## config.mk

```make
export PLATFORM = sky130hd
export DESIGN_NAME = earliest_free_worker_scheduler_unit
export DESIGN_NICKNAME = d
export VERILOG_FILES = /design/src/design/efws_pkg.sv /design/src/design/efws_datapath.sv /design/src/design/efws_ctrl.sv /design/src/design/earliest_free_worker_scheduler_unit.sv
export SDC_FILE = /design/constraint.sdc
export NUM_CORES = 1
export LEC_CHECK = 0
export BUFFER_PORTS_ARGS = -buffer_cell sky130_fd_sc_hd__buf_2
export CAP_MARGIN = 20
export CORE_MARGIN = 4
export CORE_UTILIZATION = 45
export DETAILED_ROUTE_END_ITERATION = 8
export GPL_TIMING_DRIVEN = 0
export PLACE_DENSITY = 0.67
export SLEW_MARGIN = 30
export SYNTH_ARGS = -nofsm -noshare
export SYNTH_HDL_FRONTEND = slang
export SYNTH_SLANG_ARGS = --single-unit
```

## constraint.sdc

```tcl
create_clock -name i_clk -period 9.2 [get_ports i_clk]
set_input_delay 0.46 -clock i_clk [delete_from_list [all_inputs] [get_ports i_clk]]
set_output_delay 0.46 -clock i_clk [all_outputs]
set_load 0.03 [all_outputs]
```

## src/design/efws_pkg.sv

```systemverilog
// Shared types and constants for the earliest-free-worker scheduler.
`default_nettype none
package efws_pkg;

    localparam int unsigned NUM_WORKERS_DEF = 16;
    localparam int unsigned TIME_BITS_DEF   = 48;
    localparam int unsigned DUR_W           = 32;
    localparam int unsigned WORKER_W        = 4;
    localparam int unsigned ACTIVE_W        = 5;
    localparam logic [ACTIVE_W-1:0] ACTIVE_RESET = 5'd16;

    typedef struct packed {
        logic start;
        logic issue;
        logic commit;
    } t_dp_cmd;

    typedef struct packed {
        logic last_read;
        logic out_free;
    } t_dp_sts;

endpackage
`default_nettype wire

```

## src/design/efws_datapath.sv

```systemverilog
// Datapath: worker count, free-time memory, scan comparator, adder and result register.
`default_nettype none
module efws_datapath #(
    parameter int unsigned NUM_WORKERS = efws_pkg::NUM_WORKERS_DEF,
    parameter int unsigned TIME_BITS   = efws_pkg::TIME_BITS_DEF
) (
    input  wire logic                             i_clk,
    input  wire logic                             i_rst_n,
    input  wire efws_pkg::t_dp_cmd                i_cmd,
    output efws_pkg::t_dp_sts                     o_sts,
    input  wire logic                             i_cfg_we,
    input  wire logic [efws_pkg::ACTIVE_W-1:0]    i_cfg_wdata,
    input  wire logic [efws_pkg::DUR_W-1:0]       i_dur,
    input  wire logic                             i_out_ready,
    output logic                                  o_out_valid,
    output logic [efws_pkg::WORKER_W-1:0]         o_worker,
    output logic [TIME_BITS-1:0]                  o_start,
    output logic                                  o_sat
);

    localparam int unsigned IDX_W = (NUM_WORKERS > 1) ? $clog2(NUM_WORKERS) : 1;
    localparam int unsigned CNT_W = $clog2(NUM_WORKERS + 1);
    localparam int unsigned CMP_W = (CNT_W > efws_pkg::ACTIVE_W) ? CNT_W : efws_pkg::ACTIVE_W;

    logic [efws_pkg::ACTIVE_W-1:0] r_active;
    logic [efws_pkg::DUR_W-1:0]    r_dur;
    logic [IDX_W-1:0]              r_addr;
    logic [TIME_BITS-1:0]          r_free_mem [NUM_WORKERS];
    logic [NUM_WORKERS-1:0]        r_valid;
    logic [TIME_BITS-1:0]          r_rd_q;
    logic                          r_rd_v;
    logic [IDX_W-1:0]              r_rd_idx;
    logic                          r_rd_live;
    logic [TIME_BITS-1:0]          r_best;
    logic [IDX_W-1:0]              r_best_idx;
    logic                          r_out_valid;
    logic [efws_pkg::WORKER_W-1:0] r_out_worker;
    logic [TIME_BITS-1:0]          r_out_start;
    logic                          r_out_sat;

    logic [CMP_W-1:0]     act_ext;
    logic [CMP_W-1:0]     n_eff;
    logic [TIME_BITS-1:0] rd_val;
    logic [TIME_BITS:0]   sum;
    logic [TIME_BITS-1:0] n_free;

    always_comb begin
        act_ext = CMP_W'(r_active);
        if (act_ext == '0) begin
            n_eff = CMP_W'(1);
        end else if (act_ext > CMP_W'(NUM_WORKERS)) begin
            n_eff = CMP_W'(NUM_WORKERS);
        end else begin
            n_eff = act_ext;
        end
    end

    assign o_sts.last_read = ((CMP_W'(r_addr) + CMP_W'(1)) == n_eff);
    assign o_sts.out_free  = !r_out_valid || i_out_ready;

    assign rd_val = r_rd_v ? r_rd_q : '0;
    assign sum    = {1'b0, r_best} + (TIME_BITS + 1)'(r_dur);
    assign n_free = sum[TIME_BITS] ? '1 : sum[TIME_BITS-1:0];

    always_ff @(posedge i_clk) begin
        if (!i_rst_n) begin
            r_active    <= efws_pkg::ACTIVE_RESET;
            r_valid     <= '0;
            r_rd_live   <= 1'b0;
            r_out_valid <= 1'b0;
        end else begin
            if (i_cfg_we) begin
                r_active <= i_cfg_wdata;
            end
            if (i_cmd.commit) begin
                r_valid[r_best_idx] <= 1'b1;
            end
            r_rd_live <= i_cmd.issue;
            if (i_cmd.commit) begin
                r_out_valid <= 1'b1;
            end else if (i_out_ready) begin
                r_out_valid <= 1'b0;
            end
        end
    end

    always_ff @(posedge i_clk) begin
        if (i_cmd.issue) begin
            r_rd_q <= r_free_mem[r_addr];
        end
        if (i_cmd.commit) begin
            r_free_mem[r_best_idx] <= n_free;
        end
    end

    always_ff @(posedge i_clk) begin
        if (i_cmd.start) begin
            r_dur  <= i_dur;
            r_addr <= '0;
        end else if (i_cmd.issue) begin
            r_addr <= r_addr + IDX_W'(1);
        end
        if (i_cmd.issue) begin
            r_rd_v   <= r_valid[r_addr];
            r_rd_idx <= r_addr;
        end
        if (r_rd_live && ((r_rd_idx == '0) || (rd_val < r_best))) begin
            r_best     <= rd_val;
            r_best_idx <= r_rd_idx;
        end
        if (i_cmd.commit) begin
            r_out_worker <= efws_pkg::WORKER_W'(r_best_idx);
            r_out_start  <= r_best;
            r_out_sat    <= sum[TIME_BITS];
        end
    end

    assign o_out_valid = r_out_valid;
    assign o_worker    = r_out_worker;
    assign o_start     = r_out_start;
    assign o_sat       = r_out_sat;

endmodule
`default_nettype wire

```

## src/design/efws_ctrl.sv

```systemverilog
// Controller state machine that sequences the scan and the commit of each job.
`default_nettype none
module efws_ctrl (
    input  wire logic              i_clk,
    input  wire logic              i_rst_n,
    input  wire logic              i_in_valid,
    output logic                   o_in_ready,
    input  wire efws_pkg::t_dp_sts i_sts,
    output efws_pkg::t_dp_cmd      o_cmd
);

    typedef enum logic [3:0] {
        ST_IDLE   = 4'b0001,
        ST_SCAN   = 4'b0010,
        ST_DRAIN  = 4'b0100,
        ST_COMMIT = 4'b1000
    } t_state;

    t_state r_state;
    t_state n_state;

    always_comb begin
        n_state      = r_state;
        o_in_ready   = 1'b0;
        o_cmd.start  = 1'b0;
        o_cmd.issue  = 1'b0;
        o_cmd.commit = 1'b0;
        case (r_state)
            ST_IDLE: begin
                o_in_ready  = 1'b1;
                o_cmd.start = i_in_valid;
                if (i_in_valid) begin
                    n_state = ST_SCAN;
                end
            end
            ST_SCAN: begin
                o_cmd.issue = 1'b1;
                if (i_sts.last_read) begin
                    n_state = ST_DRAIN;
                end
            end
            ST_DRAIN: begin
                n_state = ST_COMMIT;
            end
            ST_COMMIT: begin
                o_cmd.commit = i_sts.out_free;
                if (i_sts.out_free) begin
                    n_state = ST_IDLE;
                end
            end
            default: begin
                n_state = ST_IDLE;
            end
        endcase
    end

    always_ff @(posedge i_clk) begin
        if (!i_rst_n) begin
            r_state <= ST_IDLE;
        end else begin
            r_state <= n_state;
        end
    end

endmodule
`default_nettype wire

```

## src/design/earliest_free_worker_scheduler_unit.sv

```systemverilog
// Top level of the earliest-free-worker scheduler.
//
// Channel   Direction  Contents
// s_axis    in         duration of one job
// m_axis    out        assigned worker, its start time, saturation flag
// cfg       in         number of active workers
//
// A job reads the free-time memory once per active worker and compares the values
// through a single comparator.
// Reset clears the free times and sets the worker count to sixteen.
// A finished result waits in the output register; the next job is accepted and
// scanned meanwhile, and only its commit waits for that register to empty.
`default_nettype none
module earliest_free_worker_scheduler_unit #(
    parameter int unsigned NUM_WORKERS = efws_pkg::NUM_WORKERS_DEF,
    parameter int unsigned TIME_BITS   = efws_pkg::TIME_BITS_DEF
) (
    input  wire logic                          i_clk,
    input  wire logic                          i_rst_n,
    input  wire logic                          s_axis_tvalid,
    output logic                               s_axis_tready,
    // duration
    input  wire logic [efws_pkg::DUR_W-1:0]    s_axis_tdata,
    output logic                               m_axis_tvalid,
    input  wire logic                          m_axis_tready,
    // worker, start_time, saturated, zero padding
    output logic [((TIME_BITS + 12) / 8) * 8 - 1:0] m_axis_tdata,
    input  wire logic                          i_cfg_we,
    input  wire logic [efws_pkg::ACTIVE_W-1:0] i_cfg_wdata
);

    localparam int unsigned OUT_W = ((TIME_BITS + 12) / 8) * 8;

    efws_pkg::t_dp_cmd             cmd;
    efws_pkg::t_dp_sts             sts;
    logic [efws_pkg::WORKER_W-1:0] worker;
    logic [TIME_BITS-1:0]          start_time;
    logic                          saturated;

    efws_ctrl u_ctrl (
        .i_clk      (i_clk),
        .i_rst_n    (i_rst_n),
        .i_in_valid (s_axis_tvalid),
        .o_in_ready (s_axis_tready),
        .i_sts      (sts),
        .o_cmd      (cmd)
    );

    efws_datapath #(
        .NUM_WORKERS (NUM_WORKERS),
        .TIME_BITS   (TIME_BITS)
    ) u_datapath (
        .i_clk       (i_clk),
        .i_rst_n     (i_rst_n),
        .i_cmd       (cmd),
        .o_sts       (sts),
        .i_cfg_we    (i_cfg_we),
        .i_cfg_wdata (i_cfg_wdata),
        .i_dur       (s_axis_tdata),
        .i_out_ready (m_axis_tready),
        .o_out_valid (m_axis_tvalid),
        .o_worker    (worker),
        .o_start     (start_time),
        .o_sat       (saturated)
    );

    assign m_axis_tdata = OUT_W'({saturated, start_time, worker});

    a_busy_after_accept: assert property (@(posedge i_clk) disable iff (!i_rst_n)
        (s_axis_tvalid && s_axis_tready) |=> !s_axis_tready)
        else $error("input accepted again while a job was in progress");

    a_commit_slot_free: assert property (@(posedge i_clk) disable iff (!i_rst_n)
        cmd.commit |-> (!m_axis_tvalid || m_axis_tready))
        else $error("result committed over a transaction still waiting");

    a_commit_not_idle: assert property (@(posedge i_clk) disable iff (!i_rst_n)
        cmd.commit |-> (!s_axis_tready && !cmd.issue))
        else $error("commit issued outside the commit phase");

endmodule
`default_nettype wire

```

# == Yosys cells after proc, flatten, opt, wreduce, memory -nomap -nowiden ==
# Memories as Yosys holds them, arrays and structs flattened. A register that Yosys moved wholly into a read port is not among the register bits.
# Cells that the tools add are included.
# classes
n_addsub,3
order_cmp,5
eq_ne,8
muxes,20
bitwise_logic,1
n_reduce_logical,9
# op_table
operator,n
$mux W48,2
$add A48 B32 Y49,1
$lt A48 B48 Y1,1
$or A16 B16 Y16,1
$pmux W4 S4,1
$mux W4,3
$lt A4 B5 Y1 const B,2
$mux W1,10
$mux W5,2
$add A4 B1 Y5 const B,1
$eq A5 B5 Y1,1
$gt A5 B5 Y1 const B,1
$logic_not A5 Y1,1
$add A4 B1 Y4 const B,1
$bmux W1 S4,1
$demux W1 S4,1
$eq A4 B1 Y1 const B,1
$eq A4 B2 Y1 const B,1
$eq A4 B3 Y1 const B,1
$eq A4 B4 Y1 const B,1
$ge A4 B1 Y1 const B,1
$logic_not A4 Y1,1
$ne A2 B2 Y1 const B,2
$reduce_and A3 Y1,1
other kinds (5),7
# totals
register_bits,173
mem_bits_rw,768
input_bits,42
output_inout_bits,58
word_cells,61
memories,1
# memory_table
memory,depth,word_bits,rd,rd_clocked_by_memory_dff,write_ports,line,rtl
u_datapath.r_free_mem,16,48,1,1,1,efws_datapath.sv:28,logic [TIME_BITS-1:0] r_free_mem [NUM_WORKERS];

# == Depth between registers and ports, before layout ==
# Gate-level depths: netlist of run 1.
# depth
depth_word,6
ltp_mapped,13
mapped_depth_nobuf,11

# == Modules after synthesis ==
# A second synthesis of run 1 with hierarchy kept.
# unflattened
hier_cells,2036
hier_area_um2,40024.6
# by_module_without_submodules
module,instances,cells_each,area_per_inst_um2,seq_area_each_um2
efws_datapath,1,2003,39750.6,29308.1
efws_ctrl,1,28,240.2,80.1
earliest_free_worker_scheduler_unit,1,5,33.8,0.0

# == Worst setup path before layout of run 1 ==
# Ideal clock, no wire load.
# synth_timing
kind,reg-to-reg
startpoint,reg u_ctrl.r_state[2]
endpoint,"mem u_datapath.r_free_mem[12][0] in the netlist's numbering, enable pin"
setup_ns,0.515
arrival_ns,7.217
t_required_ns,8.685
setup_slack_ns,1.468
path_stages_with_launch,6
n_path_buf,1
synth_period_minus_slack_ns,7.732
path_cell_list,dfxtp_1 -> clkbuf_1 -> or4b_1 -> nor2_1 -> nand3_1 -> nor3_1
# synth_rtl
element,line,rtl
"start, declared",efws_ctrl.sv:19,t_state r_state;
"start signal, assigned",efws_ctrl.sv:61,r_state <= n_state;
"end, declared",efws_datapath.sv:28,

# == Worst setup path in the final report of run 1 ==
# layout_timing
startpoint,reg u_datapath.r_rd_v
endpoint,"reg u_datapath.r_best[14], enable pin"
# layout_between
elab_chain_len,4
# layout_lines
element,line,rtl
"start, declared",efws_datapath.sv:31,logic r_rd_v;
"start signal, assigned",efws_datapath.sv:104,r_rd_v <= r_valid[r_addr];
$mux W48,efws_datapath.sv:61,assign rd_val = r_rd_v ? r_rd_q : '0;
named net u_datapath.rd_val[3],efws_datapath.sv:43,logic [TIME_BITS-1:0] rd_val;
$lt A48 B48 Y1,efws_datapath.sv:107,if (r_rd_live && ((r_rd_idx == '0) || (rd_val < r_best))) begin
$logic_or A1 B1 Y1,efws_datapath.sv:107,
$logic_and A1 B1 Y1,efws_datapath.sv:107,
"end signal, assigned",efws_datapath.sv:108,r_best <= rd_val;
"end, declared",efws_datapath.sv:34,logic [TIME_BITS-1:0] r_best;
# The timed path passes the listed nets, and every way through them passes these cells.
# A chain may end at the register's enable or synchronous reset.

==> key figures, run 1 <==
Placed design
  – Area post-placement: 0.0434 mm^2
  – Routability Congestion: 0.877
  – Placed cell count: 3327
  – DP Wirelength: 66.7 mm
  – Port Buffer Count: 95
  – DP Worst Slack: 3660 ps

Yosys
  – Main combinational cell family by area after synthesis: multiplexers
  – Post-synth EDFFs: 958
  – Netlist cell types: between 60 and 70
  – Sequential area share after synthesis: 0.742
  – Gate Count Post-Synth: a little under 2000
  – Mean Syn Cell Area: between 20 and 25 um^2
  – Post-synthesis mux area share: 0.141
  – Synth Area in Simple Gates: 0.0371
  – Number of synthesized register bits: 989
  – Synth Area in Compound Gates: 0.0313
  – Ys flop type: edfxtp_1
  – Asr flop ratio synth: 0
  – Synth Area in Adders: 0.0258
  – Post-Synth XOR/XNOR Area: 0.00818
  – Synth Warn #: 0
  – Synth Cell Area: 0.0396 mm^2

STA
  – Period utilisation layout: 0.596
  – Final Max Tran Viols: 0
  – # setup viols final: 0
  – Fin worst setup slack: 3720 ps
  – Fmax: 0.182 GHz
  – Headroom to the max-slew limit: 0.271
  – Skew final: 41.5 ps
  – Least-Margin Pin Slew: ~1100 ps
  – RSZ-0062 raised after global routing: false
  – Min Tclk post-route: between 5000 and 6000 ps
  – Final hold vios: 0

Layout
  – Antenna Cells: 0
  – Final Cell Area: 0.0470 mm^2
  – Post-route insts no fill: 3542
  – Share of layout cells above drive strength 1: 0.281
  – Fin nets: 2426
  – Area grow syn2layout: 18.6%

Die
  – # rows: ~110
  – Die Width: 305 um
  – Core box area: 0.0870 mm^2
  – # IOs: 100
  – Initial Util: 0.455
  – Chip Height: approximately 300 um
  – Die Footprint: 0.0928 mm^2

Drt
  – Vias: ~21000
  – Average routed wire per standard cell: 28.0 um
  – Vias per inst: about 5.9
  – DRT antenna net count: 0
  – Drt initial violations: roughly 2600
  – Detailed-route DRC error count: 0
  – Post-Route WL: 99.0 mm
  – Drt pass-1 iters: 5

Worst setup path
  – Critical Path Slowest Stage Cell: clkbuf_2
  – Crit path cell chain: clkbuf_2, clkbuf_2, and2_1, ha_1, or3_1, o21ai_0, a21oi_1, a221o_1, a221oi_1, o211ai_1, a221o_1, a31oi_4, buf_8, buf_8
  – FF-to-FF End: u_datapath.r_best[14]$_DFFE_PP_
  – Reg2Reg Depth: 14
  – CP max FO: 17
  – Worst R2R Start: u_datapath.r_rd_v$_DFFE_PP_
  – Crit path DAT: 5830 ps
  – WP data required: 9540 ps
  – Critical Path Start: u_datapath.r_rd_v$_DFFE_PP_
  – CP Capture Point: u_datapath.r_best[14]$_DFFE_PP_
  – Critical Path End Type: flip-flop
  – R2R setup slack: 3720 ps
  – Slowest stage delay, CP: approximately 570 ps
  – Element type at the critical path start: flip-flop
  – Crit path kind: flip-flop to flip-flop

Clocking
  – Post-CTS sizing: 0
  – Cts bufs inserted: between 90 and 100
  – Clk slew on worst S/H paths: roughly 60 ps
  – Post-CTS Setup Bufs: 0
  – Max Root-Sink Buffers: 3
  – CTS tree: done
  – CTS sink count: 989
  – Htree depth: 3
  – Clock Root Buffer: clkbuf_16
  – Clk_lat worst skew: 680 ps

GRT
  – Vias in the first global route: 21500
  – First-pass GRT wire length: 144 mm
  – GRT Total Usage: 0.212
  – Initial antenna violation count: 3
  – GRT overflow: 0
  – Largest net degree at the start of global routing: 22

Power and ir drop
  – Pleak: 15.6 nW
  – Maximum VDD drop: approximately 0.00017 V
  – Power per cell area: 211 mW/mm^2

Min path
  – Worst hold path class: input pin to flip-flop

Run status
  – Status: finished, final reports clean

Run
  – Max_cap viols: 0
-- worst max-delay path, delay by kind of cell (launching register included) --
family	cells	cell delay (ps)
AND/OR/NAND/NOR	2	550
buffers and inverters	4	1490
flip-flops	1	380
adder cells (fa/ha/maj)	1	240
AO/OA/AOI/OAI	7	2470
-- metrics by stage --
stage           TNS, ps  utilization  hold WS (ps)  power (mW)
2_1_floorplan         0            -           406        5.70
3_3_place_gp   -2237220        0.477           436        5.91
3_5_place_dp          0        0.499           441        5.94
4_1_cts               0        0.540          18.7        9.97
5_1_grt               0        0.540          39.6        10.2
6_report              0        0.540          51.3        9.90
-- per-layer routing --
metal	share of wire	GRT usage
met1	0.40	0.291
met2	0.49	0.349
met3	0.079	0.0400
met4	0.031	0.0645
met5	0	0
-- final cells by class --
type                            count  area, um^2
Fill cell                        6618       40000
Clock inverter                     63         688
Buffer                             88         405
Inverter                           54         203
Multi-Input combinational cell    844        9830
Sequential cell                   989       29400
Tap cell                         1155        1450
Timing Repair Buffer              227        2430
Clock buffer                      122        2610
-- state kept, by name, summed over array words and instances (netlist names), 5 cells and up --
register,cells
u_datapath.r_free_mem,768
u_datapath.o_start,48
u_datapath.r_best,48
u_datapath.r_rd_q,48
u_datapath.r_dur,32
u_datapath.r_valid,16
u_datapath.act_ext,5
-- worst min path at each step --
stage	slack, ps	endpoint	depth (start not counted)	start
after floorplan	410	u_datapath.r_rd_idx[2]$_DFFE_PP_	0	u_datapath.r_addr[2]$_SDFFE_PP0P_
after global placement	440	u_datapath.r_rd_idx[3]$_DFFE_PP_	0	u_datapath.r_addr[3]$_SDFFE_PP0P_
after detailed placement	440	u_datapath.r_best_idx[0]$_DFFE_PP_	0	u_datapath.r_rd_idx[0]$_DFFE_PP_
after CTS	20	u_datapath.r_dur[26]$_DFFE_PP_	1	s_axis_tdata[26]
after global routing	40	u_datapath.r_dur[24]$_DFFE_PP_	1	s_axis_tdata[24]
final	50	u_datapath.r_dur[26]$_DFFE_PP_	1	s_axis_tdata[26]
-- layout by cell type (no fill, tap or decap), types with 7 or more instances in the layout --
| cell | Yosys | routed |
|---|---|---|
| a21o_1 | 34 | 34 |
| clkbuf_1 | 49 | 57 |
| and2_1 | 50 | 50 |
| dfxtp_1 | 31 | 31 |
| buf_6 | 1 | 9 |
| dlygate4sd3_1 | 0 | 30 |
| ha_1 | 80 | 80 |
| and3_1 | 10 | 10 |
| buf_16 | 0 | 41 |
| nor2_4 | 0 | 13 |
| clkinv_1 | 0 | 16 |
| nand3_1 | 29 | 29 |
| nor3_1 | 16 | 12 |
| inv_1 | 53 | 53 |
| xor2_1 | 20 | 20 |
| bufinv_16 | 0 | 10 |
| buf_4 | 4 | 36 |
| nand2_1 | 69 | 69 |
| nor2b_1 | 13 | 13 |
| a31oi_1 | 9 | 7 |
| clkbuf_2 | 0 | 12 |
| mux2i_1 | 7 | 7 |
| nand4_1 | 16 | 16 |
| buf_2 | 11 | 136 |
| edfxtp_1 | 958 | 958 |
| a211oi_1 | 7 | 7 |
| o21ai_0 | 29 | 29 |
| nor2_1 | 44 | 30 |
| mux4_2 | 245 | 245 |
| o21a_1 | 18 | 18 |
| clkinvlp_4 | 0 | 13 |
| clkinv_2 | 0 | 12 |
| nand2b_1 | 11 | 11 |
| a21oi_1 | 42 | 40 |
| xnor2_1 | 17 | 17 |
| clkbuf_16 | 0 | 100 |
-- where the power goes --
| part | switching, mW | total, mW | leakage, nW | internal [mW] |
|---|---|---|---|---|
| logic | 0.459 | 0.759 | 5.15 | 0.300 |
| registers | 0.0191 | 5.10 | 8.89 | 5.08 |
| clock network | 1.73 | 4.05 | 1.56 | 2.31 |
| total | 2.21 | 9.90 | 15.6 | 7.69 |
-- synthesized netlist by cell type, types with 2 or more instances --
| library cell | count | area share |
|---|---|---|
| edfxtp_1 | 958 | 0.73 |
| mux4_2 | 245 | 0.14 |
| ha_1 | 80 | 0.025 |
| nand2_1 | 69 | 0.0065 |
| inv_1 | 53 | 0.0050 |
| and2_1 | 50 | 0.0079 |
| clkbuf_1 | 49 | 0.0046 |
| nor2_1 | 44 | 0.0042 |
| a21oi_1 | 42 | 0.0053 |
| a21o_1 | 34 | 0.0064 |
| dfxtp_1 | 31 | 0.016 |
| nand3_1 | 29 | 0.0037 |
| o21ai_0 | 29 | 0.0037 |
| buf_1 | 23 | 0.0022 |
| xor2_1 | 20 | 0.0044 |
| o21a_1 | 18 | 0.0034 |
| xnor2_1 | 17 | 0.0038 |
| nand4_1 | 16 | 0.0025 |
| nor3_1 | 16 | 0.0020 |
| nor2b_1 | 13 | 0.0021 |
| buf_2 | 11 | 0.0014 |
| nand2b_1 | 11 | 0.0017 |
| and3_1 | 10 | 0.0016 |
| a31oi_1 | 9 | 0.0014 |
| a211oi_1 | 7 | 0.0013 |
| mux2i_1 | 7 | 0.0018 |
| o211ai_1 | 6 | 0.0011 |
| or3_1 | 6 | 0.00095 |
| o21ai_1 | 5 | 0.00063 |
| buf_4 | 4 | 0.00076 |
| nor4_1 | 4 | 0.00063 |
| o22ai_1 | 4 | 0.00063 |
| a21boi_0 | 3 | 0.00057 |
| a221o_1 | 3 | 0.00076 |
| nand3b_1 | 3 | 0.00057 |
| nor4b_1 | 3 | 0.00066 |
| o31ai_1 | 3 | 0.00057 |
| a211o_1 | 2 | 0.00044 |
| a21oi_2 | 2 | 0.00044 |
| a41oi_1 | 2 | 0.00044 |
| o31a_1 | 2 | 0.00044 |
| o41a_1 | 2 | 0.00057 |
| or2_2 | 2 | 0.00032 |
| or4_1 | 2 | 0.00038 |
-- timing repair --
item | in CTS | in global routing
hold endpoints to repair | 30 | 0
endpoints found under the setup margin | 0 | 0
hold buffers | 30 | 0
-- cell families after synthesis --
logic type	Yosys count
flops	989
simple gates	285
mux	253
compound gates	185
buf+inv	142
fa+ha+maj	81
xor+xnor	37
other cells	1
Power figures use the tool's default switching activity.
==> inputs of run 2 (changes only) <==
Clock period 9.2 ns to 5.5 ns, I/O delays scaled along.
==> run 2 against run 1 <==
Sequential power increased by 67%; total power is 67% higher; global-route usage hardly changed; via count about the same; register-to-register slack worse by 3500 ps; critical path depth fell by 2; sequential share of layout area shrank 0.12 points; wire length is 0.58% lower.
==> key figures, run 2 (synthesized netlist as in run 1, its figures left out) <==
Layout
  – Max reg flops: 768 (unchanged)
  – Most frequent cells in the layout: edfxtp_1, mux4_2, buf_2 (unchanged)
  – Antenna Cells: 0 (unchanged)
  – Share of layout cells above drive strength 1: 0.274 (was 0.281)
  – Final Cell Area: 0.0471 mm^2 (was 0.0470 mm^2)
  – Commonest non-fill, non-tap cell in the layout: edfxtp_1 (unchanged)
  – Area grow syn2layout: 18.9% (was 18.6%)
  – Core Util, Final: 0.541 (was 0.540)
  – Fin nets: 2422 (was 2426)
  – Top reg by flops: u_datapath.r_free_mem (unchanged)
  – Post-route insts no fill: 3534 (was 3542)

STA
  – Period utilisation layout: 0.959 (was 0.596)
  – Final hold vios: 0 (unchanged)
  – Fin worst setup slack: 228 ps (was 3720 ps)
  – # setup viols final: 0 (unchanged)
  – Headroom to the max-slew limit: 0.349 (was 0.271)
  – RSZ-0062 raised after global routing: false (unchanged)
  – Final Max Tran Viols: 0 (unchanged)
  – Least-Margin Pin Slew: 977 ps (was 1080 ps)
  – Final hold slack: 132 ps (was 51.3 ps)
  – Fmax: 0.190 GHz (was 0.182 GHz)
  – Skew final: 33.2 ps (was 41.5 ps)
  – Min Tclk post-route: 5270 ps (was 5480 ps)

Drt
  – DRT antenna net count: 0 (unchanged)
  – Drt initial violations: 2305 (was 2612)
  – Detailed-route DRC error count: 0 (unchanged)
  – Vias per inst: 5.89 (was 5.88)
  – Post-Route WL: 98.4 mm (was 99.0 mm)
  – Average routed wire per standard cell: 27.9 um (was 28.0 um)
  – Drt pass-1 iters: 5 (unchanged)
  – Vias: 20800 (about the same)

Power and ir drop
  – Pleak: 15.6 nW (about the same)
  – Clock power frac: 0.407 (was 0.409)
  – Switching share of power: 0.219 (was 0.223)
  – Seq pwr share: 0.516 (was 0.515)
  – Maximum VDD drop: 0.000261 V (was 0.000168 V)
  – Int Pwr: 12.9 mW (was 7.69 mW)
  – Power per cell area: 351 mW/mm^2 (was 211 mW/mm^2)
  – Comb power frac: 0.077 (about the same)
  – Net Switching: 3.63 mW (was 2.21 mW)

Die
  – Core box area: 0.0870 mm^2 (unchanged)
  – # rows: 108 (unchanged)
  – Initial Util: 0.455 (unchanged)
  – # IOs: 100 (unchanged)
  – Die Width: 305 um (unchanged)
  – Die Footprint: 0.0928 mm^2 (unchanged)
  – Chip Height: 305 um (unchanged)

GRT
  – GRT Total Usage: 0.212 (about the same)
  – First-pass GRT wire length: 144 mm (about the same)
  – Vias in the first global route: 21500 (about the same)
  – GRT overflow: 0 (unchanged)
  – Largest net degree at the start of global routing: 23 (was 22)
  – Initial antenna violation count: 3 (unchanged)

Run status
  – Status: finished, final reports clean (unchanged)

Clocking
  – Max Root-Sink Buffers: 3 (unchanged)
  – Htree depth: 3 (unchanged)
  – CTS sink count: 989 (unchanged)
  – Clk_lat worst skew: 670 ps (was 680 ps)
  – Cts bufs inserted: 97 (was 99)
  – Clk slew on worst S/H paths: 60 ps (about the same)
  – CTS tree: done (unchanged)
  – Clock Root Buffer: clkbuf_16 (unchanged)

Run
  – Max_cap viols: 0 (unchanged)

Placed design
  – DP Wirelength: 66.4 mm (was 66.7 mm)
  – Port Buffer Count: 95 (unchanged)
  – Routability Congestion: 0.865 (was 0.877)
  – Area post-placement: 0.0434 mm^2 (about the same)
  – Placed cell count: 3308 (was 3327)
  – DP Worst Slack: -67.1 ps (was 3660 ps)

Worst setup path
  – WP data required: 5780 ps (was 9540 ps)
  – Slowest stage delay, CP: 440 ps (was 570 ps)
  – Critical Path Slowest Stage Cell: edfxtp_1 (was clkbuf_2)
  – Crit path DAT: 5550 ps (was 5830 ps)
  – Delay-heaviest family, CP: compound AO/OA/AOI/OAI gates (unchanged)
  – Crit path kind: flip-flop to flip-flop (unchanged)
  – Critical Path End Type: flip-flop (unchanged)
  – Element type at the critical path start: flip-flop (unchanged)
  – WP buf/inv: 2 (was 4)
  – Crit path cell chain: ha_1, fa_1, a21oi_1, o221ai_1, o211ai_1, o211ai_2, o211ai_1, a21oi_2, nand2_1, buf_2, buf_2, nand2_1 (was clkbuf_2, clkbuf_2, and2_1, ha_1, or3_1, o21ai_0, a21oi_1, a221o_1, a221oi_1, o211ai_1, a221o_1, a31oi_4, buf_8, buf_8)
  – CP max FO: 16 (was 17)

Min path
  – Worst hold path class: input pin to flip-flop (unchanged)
==> run 2: cell types whose count changed in the layout (fill, tap and decap cells not counted), sizes merged <==
cell         previous run  this run
buf                   235       221
clkinv                 37        39
clkinvlp               13         6
inv                    57        59
bufinv                 10        13
dlygate4sd3            30        43
clkbuf                172       165
==> run 2: final timing paths <==
kind                                     startpoint  depth (start not counted)                                    end  slack (ps)
hold / removal                             i_cfg_we                          3     u_datapath.act_ext[3]$_SDFFE_PN0P_         130
setup reg to reg     u_datapath.r_best[0]$_DFFE_PP_                         12  u_datapath.r_free_mem[5][9]$_DFFE_PP_         230
hold reg to reg   u_datapath.r_addr[3]$_SDFFE_PP0P_                          0       u_datapath.r_rd_idx[3]$_DFFE_PP_         440
setup / recovery     u_datapath.r_best[0]$_DFFE_PP_                         12  u_datapath.r_free_mem[5][9]$_DFFE_PP_         230
==> run 2: worst min-delay path, delay by kind of cell <==
family	cells	cell delay, ps
multiplexers	1	180
AND/OR/NAND/NOR	1	120
buffers and inverters	1	180
==> run 2: metrics by stage <==
step           total power [mW]   TNS, ps
2_1_floorplan              9.53         0
3_3_place_gp               9.87  -3172010
3_5_place_dp               9.94     -1100
4_1_cts                    16.6         0
5_1_grt                    17.1         0
6_report                   16.5         0
==> run 2: power by group through the flow <==
stage	Sequential, mW	Combinational (mW)	Clock (mW)
finish	8.53	1.27	6.74
global route	8.53	1.38	7.19
CTS	8.53	1.28	6.83
detailed placement	8.69	1.24	0
global placement	8.70	1.18	0
floorplan	8.67	0.860	0
==> run 2: cell type report <==
| class | count | area (um^2) |
|---|---|---|
| buffer | 88 | 407 |
| clock buffer | 116 | 2530 |
| clock inverter | 63 | 696 |
| fill | 6523 | 39900 |
| inverter | 54 | 203 |
| multi-input combinational | 844 | 9860 |
| sequential | 989 | 29400 |
| tap | 1155 | 1450 |
| timing repair buffer | 225 | 2560 |
==> run 2: repair_timing <==
action                                  4_1_cts  5_1_grt
setup buffers                                 0        4
resized for setup                             1        1
hold buffers                                 43        0
endpoints found under the setup margin       17       33
endpoints found under the hold margin        41        0
pin swaps                                     0        1
==> run 2: layer usage <==
| layer | track usage | wire length (um) |
|---|---|---|
| met1 | 0.291 | 38800 |
| met2 | 0.347 | 47900 |
| met3 | 0.0395 | 8480 |
| met4 | 0.0685 | 3230 |
| met5 | 0 | 7 |
